==> config.mk <==
export PLATFORM = sky130hd
export DESIGN_NAME = binary_glyph_match_counter_top_flat
export DESIGN_NICKNAME = d
export VERILOG_FILES = /design/src/rtl/bgmc_pkg.sv /design/src/rtl/bgmc_stream_if.sv /design/src/rtl/binary_glyph_match_counter_top.sv /design/src/rtl/bgmc_line_buffer.sv /design/src/flat_wrapper.sv
export SDC_FILE = /design/constraint.sdc
export NUM_CORES = 2
export LEC_CHECK = 0
export BUFFER_PORTS_ARGS = -buffer_cell sky130_fd_sc_hd__buf_2
export CAP_MARGIN = 20
export CORE_ASPECT_RATIO = 0.8
export CORE_UTILIZATION = 60
export CTS_CLUSTER_DIAMETER = 80
export DETAILED_ROUTE_END_ITERATION = 12
export MAX_ROUTING_LAYER = met4
export PLACE_DENSITY = 0.76
export SKIP_CTS_REPAIR_TIMING = 1
export SYNTH_ARGS = -nofsm -noshare
export SYNTH_HDL_FRONTEND = slang
export SYNTH_SLANG_ARGS = --single-unit
==> constraint.sdc <==
create_clock -name clock -period 47.7 [get_ports clock]
set_input_delay 7.155 -clock clock [delete_from_list [all_inputs] [get_ports clock]]
set_output_delay 7.155 -clock clock [all_outputs]
set_load 0.01 [all_outputs]
==> src/rtl/bgmc_pkg.sv <==
// ----------------------------------------------------------------------------
// bgmc_pkg
// Shared types, constants and helpers for the binary glyph match counter.
// ----------------------------------------------------------------------------
package bgmc_pkg;

   // configuration port
   localparam int CFG_W     = 11;
   localparam int CSR_IDX_W = 1;

   typedef logic [CSR_IDX_W-1:0] csr_index_type;

   localparam csr_index_type REG_IMAGE_WIDTH  = 1'd0;
   localparam csr_index_type REG_IMAGE_HEIGHT = 1'd1;

   // default frame size after reset
   localparam int RESET_SIZE = 1024;

   // line history: four previous rows per column
   localparam int HIST_W = 4;

   // window: bit 5*col + row, col 4 newest, row 4 current row
   localparam int WIN_W = 25;
   localparam logic [WIN_W-1:0] GLYPH_PATTERN   = 25'h00711C0;
   localparam logic [WIN_W-1:0] UPPER_ROWS_MASK = 25'h0F7BDEF;

   // match counter
   localparam int COUNT_W = 17;
   localparam logic [COUNT_W-1:0] COUNT_MAX = 17'h1FFFF;

   // channel payloads
   typedef struct packed {
      logic pixel_set;
   } req_payload_type;

   typedef struct packed {
      logic [COUNT_W-1:0] match_count;
   } rsp_payload_type;

   // exact compare of one window against the glyph with its blank ring
   function automatic logic glyph_hit(input logic [WIN_W-1:0] win);
      return (win == GLYPH_PATTERN);
   endfunction

endpackage

==> src/rtl/bgmc_stream_if.sv <==
// ----------------------------------------------------------------------------
// bgmc_stream_if
// Valid/ready stream channel carrying one payload per request.
// ----------------------------------------------------------------------------
interface bgmc_stream_if #(
   parameter type payload_type = logic
);
   logic        valid;
   logic        ready;
   payload_type payload;

   modport source (
      output valid,
      output payload,
      input  ready
   );

   modport sink (
      input  valid,
      input  payload,
      output ready
   );
endinterface

==> src/rtl/binary_glyph_match_counter_top.sv <==
// ----------------------------------------------------------------------------
// binary_glyph_match_counter_top
// Counts 3x3 'H' glyphs with a blank one-pixel ring in a binary raster
// streamed one pixel per request, row-major; emits the count per frame.
// ----------------------------------------------------------------------------
// Throughput: one pixel request per cycle, sustained; a frame's last pixel
//   waits in the window stage only while the previous count is unclaimed.
// Result path: the history is read at the accept edge and the window stage
//   loads the result register when it fires; the count is offered from there.
// Reset: synchronous, active high; frame size returns to 1024 x 1024 (or the
//   maximum if smaller), positions, window and count clear. History memory
//   is not cleared; rows above the frame top are masked off.
// ----------------------------------------------------------------------------
module binary_glyph_match_counter_top #(
   parameter int MAX_WIDTH  = 1024,
   parameter int MAX_HEIGHT = 1024
) (
   input  logic                          clock,
   input  logic                          reset,
   bgmc_stream_if.sink                   req_if,
   bgmc_stream_if.source                 rsp_if,
   input  logic                          csr_wr_en,
   input  bgmc_pkg::csr_index_type       csr_index,
   input  logic [bgmc_pkg::CFG_W-1:0]    csr_wdata
);

   localparam int CPW    = $clog2(MAX_WIDTH);
   localparam int RPW    = $clog2(MAX_HEIGHT);
   localparam int WSZ_W  = $clog2(MAX_WIDTH + 1);
   localparam int HSZ_W  = $clog2(MAX_HEIGHT + 1);
   localparam int WCMP_W = (WSZ_W > bgmc_pkg::CFG_W) ? WSZ_W : bgmc_pkg::CFG_W;
   localparam int HCMP_W = (HSZ_W > bgmc_pkg::CFG_W) ? HSZ_W : bgmc_pkg::CFG_W;
   localparam int RST_WIDTH  =
      (MAX_WIDTH < bgmc_pkg::RESET_SIZE) ? MAX_WIDTH : bgmc_pkg::RESET_SIZE;
   localparam int RST_HEIGHT =
      (MAX_HEIGHT < bgmc_pkg::RESET_SIZE) ? MAX_HEIGHT : bgmc_pkg::RESET_SIZE;
   localparam int WIN_W   = bgmc_pkg::WIN_W;
   localparam int HIST_W  = bgmc_pkg::HIST_W;
   localparam int COUNT_W = bgmc_pkg::COUNT_W;

   // frame size registers (stored already clamped)
   logic [WSZ_W-1:0] width_ff, width_in;
   logic [HSZ_W-1:0] height_ff, height_in;

   // scan position
   logic [CPW-1:0] col_pos_ff, col_pos_in;
   logic [RPW-1:0] row_pos_ff, row_pos_in;

   // window stage
   logic              s1_valid_ff, s1_valid_in;
   logic              s1_pix_ff;
   logic [CPW-1:0]    s1_col_ff;
   logic [HIST_W-1:0] s1_keep_ff;
   logic              s1_first_col_ff;
   logic              s1_last_col_ff;
   logic              s1_last_row_ff;

   logic [WIN_W-1:0]   win_ff, win_in;
   logic [COUNT_W-1:0] count_ff, count_in;

   // result register
   logic               rsp_valid_ff, rsp_valid_in;
   logic [COUNT_W-1:0] rsp_count_ff;

   logic              req_accept;
   logic              s1_fire;
   logic              last_col;
   logic              last_row;
   logic [WSZ_W-1:0]  col_next;
   logic [HSZ_W-1:0]  row_next;
   logic [HIST_W-1:0] keep;
   logic [HIST_W-1:0] hist_rd;
   logic [HIST_W:0]   column;
   logic [WIN_W-1:0]  win_base;
   logic [WIN_W-1:0]  win_new;
   logic [WIN_W-1:0]  below;
   logic [2:0]        add;
   logic [COUNT_W:0]  sum;
   logic [COUNT_W-1:0] count_sat;

   // ---------------------------------------------------------------- config
   always_comb begin
      width_in  = width_ff;
      height_in = height_ff;
      if (csr_wr_en) begin
         unique case (csr_index)
            bgmc_pkg::REG_IMAGE_WIDTH: begin
               if (csr_wdata == '0) begin
                  width_in = WSZ_W'(1);
               end else if (WCMP_W'(csr_wdata) > WCMP_W'(MAX_WIDTH)) begin
                  width_in = WSZ_W'(MAX_WIDTH);
               end else begin
                  width_in = WSZ_W'(csr_wdata);
               end
            end
            bgmc_pkg::REG_IMAGE_HEIGHT: begin
               if (csr_wdata == '0) begin
                  height_in = HSZ_W'(1);
               end else if (HCMP_W'(csr_wdata) > HCMP_W'(MAX_HEIGHT)) begin
                  height_in = HSZ_W'(MAX_HEIGHT);
               end else begin
                  height_in = HSZ_W'(csr_wdata);
               end
            end
            default: begin
            end
         endcase
      end
   end

   // ------------------------------------------------------------ handshake
   assign s1_fire = s1_valid_ff &&
                    (!(s1_last_col_ff && s1_last_row_ff) || !rsp_valid_ff || rsp_if.ready);
   assign req_if.ready = !s1_valid_ff || s1_fire;
   assign req_accept   = req_if.valid && req_if.ready;

   // ------------------------------------------------------ position tracking
   assign col_next = WSZ_W'(col_pos_ff) + WSZ_W'(1);
   assign row_next = HSZ_W'(row_pos_ff) + HSZ_W'(1);
   assign last_col = (col_next >= width_ff);
   assign last_row = (row_next >= height_ff);

   always_comb begin
      col_pos_in = col_pos_ff;
      row_pos_in = row_pos_ff;
      if (req_accept) begin
         if (last_col) begin
            col_pos_in = '0;
            row_pos_in = last_row ? '0 : RPW'(row_next);
         end else begin
            col_pos_in = CPW'(col_next);
         end
      end
   end

   // history rows above the frame top are blanked
   always_comb begin
      if (row_pos_ff > RPW'(3)) begin
         keep = 4'b1111;
      end else begin
         case (row_pos_ff[1:0])
            2'd0:    keep = 4'b0000;
            2'd1:    keep = 4'b1000;
            2'd2:    keep = 4'b1100;
            default: keep = 4'b1110;
         endcase
      end
   end

   // ---------------------------------------------------------- line history
   bgmc_line_buffer #(
      .DEPTH (MAX_WIDTH),
      .AW    (CPW)
   ) u_line_buffer (
      .clock   (clock),
      .reset   (reset),
      .rd_en   (req_accept),
      .rd_addr (col_pos_ff),
      .wr_en   (s1_fire),
      .wr_addr (s1_col_ff),
      .wr_data (column[HIST_W:1]),
      .rd_data (hist_rd)
   );

   // ---------------------------------------------------------- window stage
   assign column   = {s1_pix_ff, hist_rd & s1_keep_ff};
   assign win_base = s1_first_col_ff ? '0 : win_ff;
   assign win_new  = {column, win_base[WIN_W-1:HIST_W+1]};
   assign below    = (win_new >> 1) & bgmc_pkg::UPPER_ROWS_MASK;

   // also score the windows hanging past the right and bottom edges
   always_comb begin
      add = 3'(bgmc_pkg::glyph_hit(win_new));
      if (s1_last_col_ff) begin
         add = add + 3'(bgmc_pkg::glyph_hit(win_new >> (HIST_W + 1)));
      end
      if (s1_last_row_ff) begin
         add = add + 3'(bgmc_pkg::glyph_hit(below));
         if (s1_last_col_ff) begin
            add = add + 3'(bgmc_pkg::glyph_hit(below >> (HIST_W + 1)));
         end
      end
   end

   assign sum       = {1'b0, count_ff} + (COUNT_W + 1)'(add);
   assign count_sat = (sum > {1'b0, bgmc_pkg::COUNT_MAX}) ? bgmc_pkg::COUNT_MAX
                                                          : sum[COUNT_W-1:0];

   always_comb begin
      s1_valid_in = s1_valid_ff;
      win_in      = win_ff;
      count_in    = count_ff;
      if (s1_fire) begin
         s1_valid_in = 1'b0;
         win_in      = win_new;
         count_in    = (s1_last_col_ff && s1_last_row_ff) ? '0 : count_sat;
      end
      if (req_accept) begin
         s1_valid_in = 1'b1;
      end
   end

   // --------------------------------------------------------- result output
   always_comb begin
      rsp_valid_in = rsp_valid_ff;
      if (rsp_valid_ff && rsp_if.ready) begin
         rsp_valid_in = 1'b0;
      end
      if (s1_fire && s1_last_col_ff && s1_last_row_ff) begin
         rsp_valid_in = 1'b1;
      end
   end

   assign rsp_if.valid               = rsp_valid_ff;
   assign rsp_if.payload.match_count = rsp_count_ff;

   // ------------------------------------------------------------- registers
   always_ff @(posedge clock) begin
      if (reset) begin
         width_ff     <= WSZ_W'(RST_WIDTH);
         height_ff    <= HSZ_W'(RST_HEIGHT);
         col_pos_ff   <= '0;
         row_pos_ff   <= '0;
         s1_valid_ff  <= 1'b0;
         win_ff       <= '0;
         count_ff     <= '0;
         rsp_valid_ff <= 1'b0;
      end else begin
         width_ff     <= width_in;
         height_ff    <= height_in;
         col_pos_ff   <= col_pos_in;
         row_pos_ff   <= row_pos_in;
         s1_valid_ff  <= s1_valid_in;
         win_ff       <= win_in;
         count_ff     <= count_in;
         rsp_valid_ff <= rsp_valid_in;
      end
   end

   // payload registers
   always_ff @(posedge clock) begin
      if (req_accept) begin
         s1_pix_ff       <= req_if.payload.pixel_set;
         s1_col_ff       <= col_pos_ff;
         s1_keep_ff      <= keep;
         s1_first_col_ff <= (col_pos_ff == '0);
         s1_last_col_ff  <= last_col;
         s1_last_row_ff  <= last_row;
      end
      if (s1_fire && s1_last_col_ff && s1_last_row_ff) begin
         rsp_count_ff <= count_sat;
      end
   end

endmodule

==> src/rtl/bgmc_line_buffer.sv <==
// ----------------------------------------------------------------------------
// bgmc_line_buffer
// Per-column row history memory with registered read and a write-to-read
// bypass for a read and write of the same column at the same edge.
// ----------------------------------------------------------------------------
module bgmc_line_buffer #(
   parameter int DEPTH = 1024,
   parameter int AW    = 10
) (
   input  logic                      clock,
   input  logic                      reset,
   input  logic                      rd_en,
   input  logic [AW-1:0]             rd_addr,
   input  logic                      wr_en,
   input  logic [AW-1:0]             wr_addr,
   input  logic [bgmc_pkg::HIST_W-1:0] wr_data,
   output logic [bgmc_pkg::HIST_W-1:0] rd_data
);

   logic [bgmc_pkg::HIST_W-1:0] mem [DEPTH];
   logic [bgmc_pkg::HIST_W-1:0] q_ff;
   logic [bgmc_pkg::HIST_W-1:0] byp_data_ff;
   logic                        byp_ff;

   // memory write and registered read
   always_ff @(posedge clock) begin
      if (wr_en) begin
         mem[wr_addr] <= wr_data;
      end
      if (rd_en) begin
         q_ff        <= mem[rd_addr];
         byp_data_ff <= wr_data;
      end
   end

   // same-column collision: the read must see the data written this edge
   always_ff @(posedge clock) begin
      if (reset) begin
         byp_ff <= 1'b0;
      end else if (rd_en) begin
         byp_ff <= wr_en && (wr_addr == rd_addr);
      end
   end

   assign rd_data = byp_ff ? byp_data_ff : q_ff;

endmodule

==> src/flat_wrapper.sv <==
// flat-port wrapper written by rule: the top's interface ports become plain ports
module binary_glyph_match_counter_top_flat 
#(
   parameter int MAX_WIDTH  = 1024,
   parameter int MAX_HEIGHT = 1024
)
  (clock, reset, csr_wr_en, csr_index, csr_wdata, req_if_valid, req_if_payload, req_if_ready, rsp_if_valid, rsp_if_payload, rsp_if_ready);
  bgmc_stream_if #(.payload_type(bgmc_pkg::req_payload_type)) req_if_i ();
  bgmc_stream_if #(.payload_type(bgmc_pkg::rsp_payload_type)) rsp_if_i ();
  input  logic clock;
  input  logic reset;
  input  logic csr_wr_en;
  input  bgmc_pkg::csr_index_type csr_index;
  input  logic [bgmc_pkg::CFG_W-1:0] csr_wdata;
  input wire logic [$bits(req_if_i.valid)-1:0] req_if_valid;
  input wire logic [$bits(req_if_i.payload)-1:0] req_if_payload;
  output wire logic [$bits(req_if_i.ready)-1:0] req_if_ready;
  output wire logic [$bits(rsp_if_i.valid)-1:0] rsp_if_valid;
  output wire logic [$bits(rsp_if_i.payload)-1:0] rsp_if_payload;
  input wire logic [$bits(rsp_if_i.ready)-1:0] rsp_if_ready;
  assign req_if_i.valid = req_if_valid;
  assign req_if_i.payload = req_if_payload;
  assign req_if_ready = req_if_i.ready;
  assign rsp_if_valid = rsp_if_i.valid;
  assign rsp_if_payload = rsp_if_i.payload;
  assign rsp_if_i.ready = rsp_if_ready;
  binary_glyph_match_counter_top #(.MAX_WIDTH(MAX_WIDTH), .MAX_HEIGHT(MAX_HEIGHT)) u_core (.clock(clock), .reset(reset), .req_if(req_if_i), .rsp_if(rsp_if_i), .csr_wr_en(csr_wr_en), .csr_index(csr_index), .csr_wdata(csr_wdata));
endmodule
==> impl_metrics.tcl <==
set metrics [dict create \
    start_kind "input port" \
    place.gp.congestion 0.982 \
    ys_types 89 \
    failed_checks "capacitance limit" \
    antenna_left 0 \
    worstHoldStart "u_core.width_ff[5]$_SDFFE_PP0P_" \
    vias 94900 \
    io_pins 37 \
    die_area_um2 282000 \
    syn_inst 8881 \
    worst_path_most_repeated_cell "buf_2" \
    rsz0062_at_grt "false" \
    hold_end "u_core.width_ff[5]$_SDFFE_PP0P_" \
    clock_latency_ns 0.93 \
    port-buffer-count 36 \
    critPathMaxStageDelay_ns 0.17 \
    syn_nets 8935 \
    synthArstFlopShare 0 \
    cts_tree "done" \
    clock_skew_ns 0.0658 \
    tns_ns 0 \
    clkTransAtPathRegs_ns 0.06 \
    firstDrtPassIters 12 \
    drv_cap 1 \
    cts_max_path_buffers 4 \
    row_count 173 \
    start_util 0.604 \
    grt_usage 0.361 \
    dieWidth_um 594 \
    syn_area_um2 168000 \
    synth_warnings 0 \
    grt_pass1_wl_mm 689 \
    worstSetupPathType "input port to output port" \
    yosysTopAreaCell "edfxtp_1" \
    cts_sinks 4221 \
    critPathBufInv 2 \
    worst_hold_path_type "flip-flop to flip-flop" \
    final_cell_mix "edfxtp_1, nor2_1, mux4_2" \
    hold_viol_final 0 \
    wire_per_inst_um 38.1 \
    die_h_um 475 \
    fin_area_um2 185000 \
    p_leak_nw 56.8 \
    placed_cell_area_um2 172000 \
    p_per_area_nw_per_um2 40.9 \
    status "complete, but fails checks" \
    worstPathMaxFanout 3 \
    grt_max_degree 231 \
    crit_required_ns 40.55 \
    crit_family "simple AND/OR/NAND/NOR gates" \
    grt_antenna_before_repair 44 \
    fmax_ghz 0.0669 \
    n_fill_cell 17200 \
    drc 0 \
    worst_path_max_delay_cell "nand2b_1" \
    synth.avg_cell_area_um2 18.9 \
    viasPerCell 7.31 \
    synth_area_leaders "edfxtp_1, mux4_2, nor2_1, mux2i_1, dfxtp_1" \
    finalSetupViolCount 0 \
    clockRootBuffer "clkbuf_16" \
    synth_seq_area_share 0.750 \
    reg2reg_depth 10 \
    final_common_cell "edfxtp_1" \
    drive_gt1_frac 0.206 \
    slew_violations 0 \
    hpwlAfterDp_mm 289 \
    whs_path_depth 2 \
    synth_top_area_share 0.740 \
    numCtsBuffers 379 \
    min_period_over_period 0.313 \
    period_needed_ns 14.95 \
    pre_cts_ws_ns 32.75 \
    path_cells "buf_2 -> nand2b_1 -> nor2_1 -> nand2_1 -> buf_2" \
    synth_edf_count 4139 \
    place_inst 12200 \
    rr_endpoint "u_core.u_line_buffer.q_ff[3]$_DFFE_PP_" \
    fin_cells 13000 \
    drtIter0Drc 18200 \
    grt_overflow 0 \
    vdd_drop_max_v 0.0000350 \
    r2r_start "u_core.col_pos_ff[0]$_SDFFE_PP0P_" \
    relSlewSlack 0.00501 \
    core_um2 278000 \
    grt_pass1_vias 90300 \
    wl_mm 495 \
    setup_ws_ns 32.75 \
    fin_nets 8999 \
    syn_to_final_growth_pct 9.97 \
    rrSetupSlack_ns 40.31 \
    worstMarginPinSlew_ns 1.45 \
    fin_util 0.664 \
    synth-seq-cells 4221 \
    synth_ff_type "edfxtp_1" \
    endpoint_kind "output port" \
    crit_arrival_ns 7.79 \
    htreeDepth 5 \
]
[metal layers]
layer  vias to the layer above  GRT usage  share of wire
met5                         -          -              0
met4                         0      0.175          0.054
met3                      1545      0.136           0.17
met2                      9018      0.498           0.44
met1                     48300      0.477           0.34
li1                      36100          -              -
[registers in the layout, summed over array words and instances (netlist names), 4 cells and up]
register / flops
u_core.u_line_buffer.byp_data_ff: 4
u_core.height_ff: 11
u_core.win_ff: 20
u_core.s1_keep_ff: 4
u_core.col_pos_ff: 10
u_core.width_ff: 11
u_core.row_pos_ff: 10
u_core.count_ff: 17
u_core.s1_col_ff: 10
u_core.u_line_buffer.q_ff: 4
u_core.u_line_buffer.mem: 4096
u_core.rsp_if.payload: 17
[power breakdown]
| part | switching [mW] | internal, mW | total, mW | leakage, nW |
|---|---|---|---|---|
| clock | 1.35 | 1.71 | 3.06 | 5.95 |
| sequential | 0.00559 | 4.09 | 4.09 | 38.5 |
| combinational | 0.251 | 0.142 | 0.393 | 12.3 |
| total | 1.61 | 5.94 | 7.55 | 56.8 |
[Yosys cell counts (46+ instances only)]
| cell | instances |
|---|---|
| a221oi_1 | 78 |
| buf_6 | 69 |
| buf_2 | 136 |
| o22ai_1 | 67 |
| inv_1 | 48 |
| mux2_2 | 46 |
| nand3_1 | 88 |
| buf_4 | 51 |
| o21ai_0 | 89 |
| a22oi_1 | 134 |
| edfxtp_1 | 4139 |
| dfxtp_1 | 82 |
| clkbuf_1 | 324 |
| a21oi_1 | 181 |
| nand2_1 | 310 |
| mux4_2 | 921 |
| mux2i_1 | 300 |
| nor2_1 | 1154 |
[worst max path at each step]
stage                                                  start                                       endpoint  cells after the start
floorplan           u_core.u_line_buffer.byp_ff$_SDFFE_PP0P_  u_core.u_line_buffer.byp_data_ff[0]$_DFFE_PP_                      2
global placement                                rsp_if_ready                                   req_if_ready                      5
detailed placement                              rsp_if_ready                                   req_if_ready                      5
CTS                                             rsp_if_ready                                   req_if_ready                      5
global route                                    rsp_if_ready                                   req_if_ready                      5
finish                                          rsp_if_ready                                   req_if_ready                      5
[through the flow]
stage | hold WS (ns) | power, mW
2_1_floorplan | 0.403 | 4.52
3_3_place_gp | 0.454 | 4.55
3_5_place_dp | 0.453 | 4.56
4_1_cts | 0.462 | 7.54
5_1_grt | 0.484 | 7.69
6_report | 0.460 | 7.55
[cell type report]
cell class	instances	area [um^2]	share of cell area
antenna	67	168	0.000907
tap	3675	4600	0.0249
multi-input combinational	3978	38900	0.210
sequential	4221	126000	0.682
clock buffer	471	10100	0.0548
timing repair buffer	312	2780	0.0150
clock inverter	215	2040	0.0110
inverter	53	226	0.00123
[cells by family after synthesis]
| group | synth area share |
|---|---|
| flops | 0.750 |
| compound gates | 0.0356 |
| xor+xnor | 0.00177 |
| simple gates | 0.0442 |
| fa+ha+maj | 0.00277 |
| mux | 0.145 |
| buf+inv | 0.0214 |
[worst min-delay path: stages, from the launching register on]
cell and delay, ns:
dfxtp_1 0.31, nand2_1 0.05, a21oi_1 0.05
No activity file was read; power rests on OpenSTA's default activity.
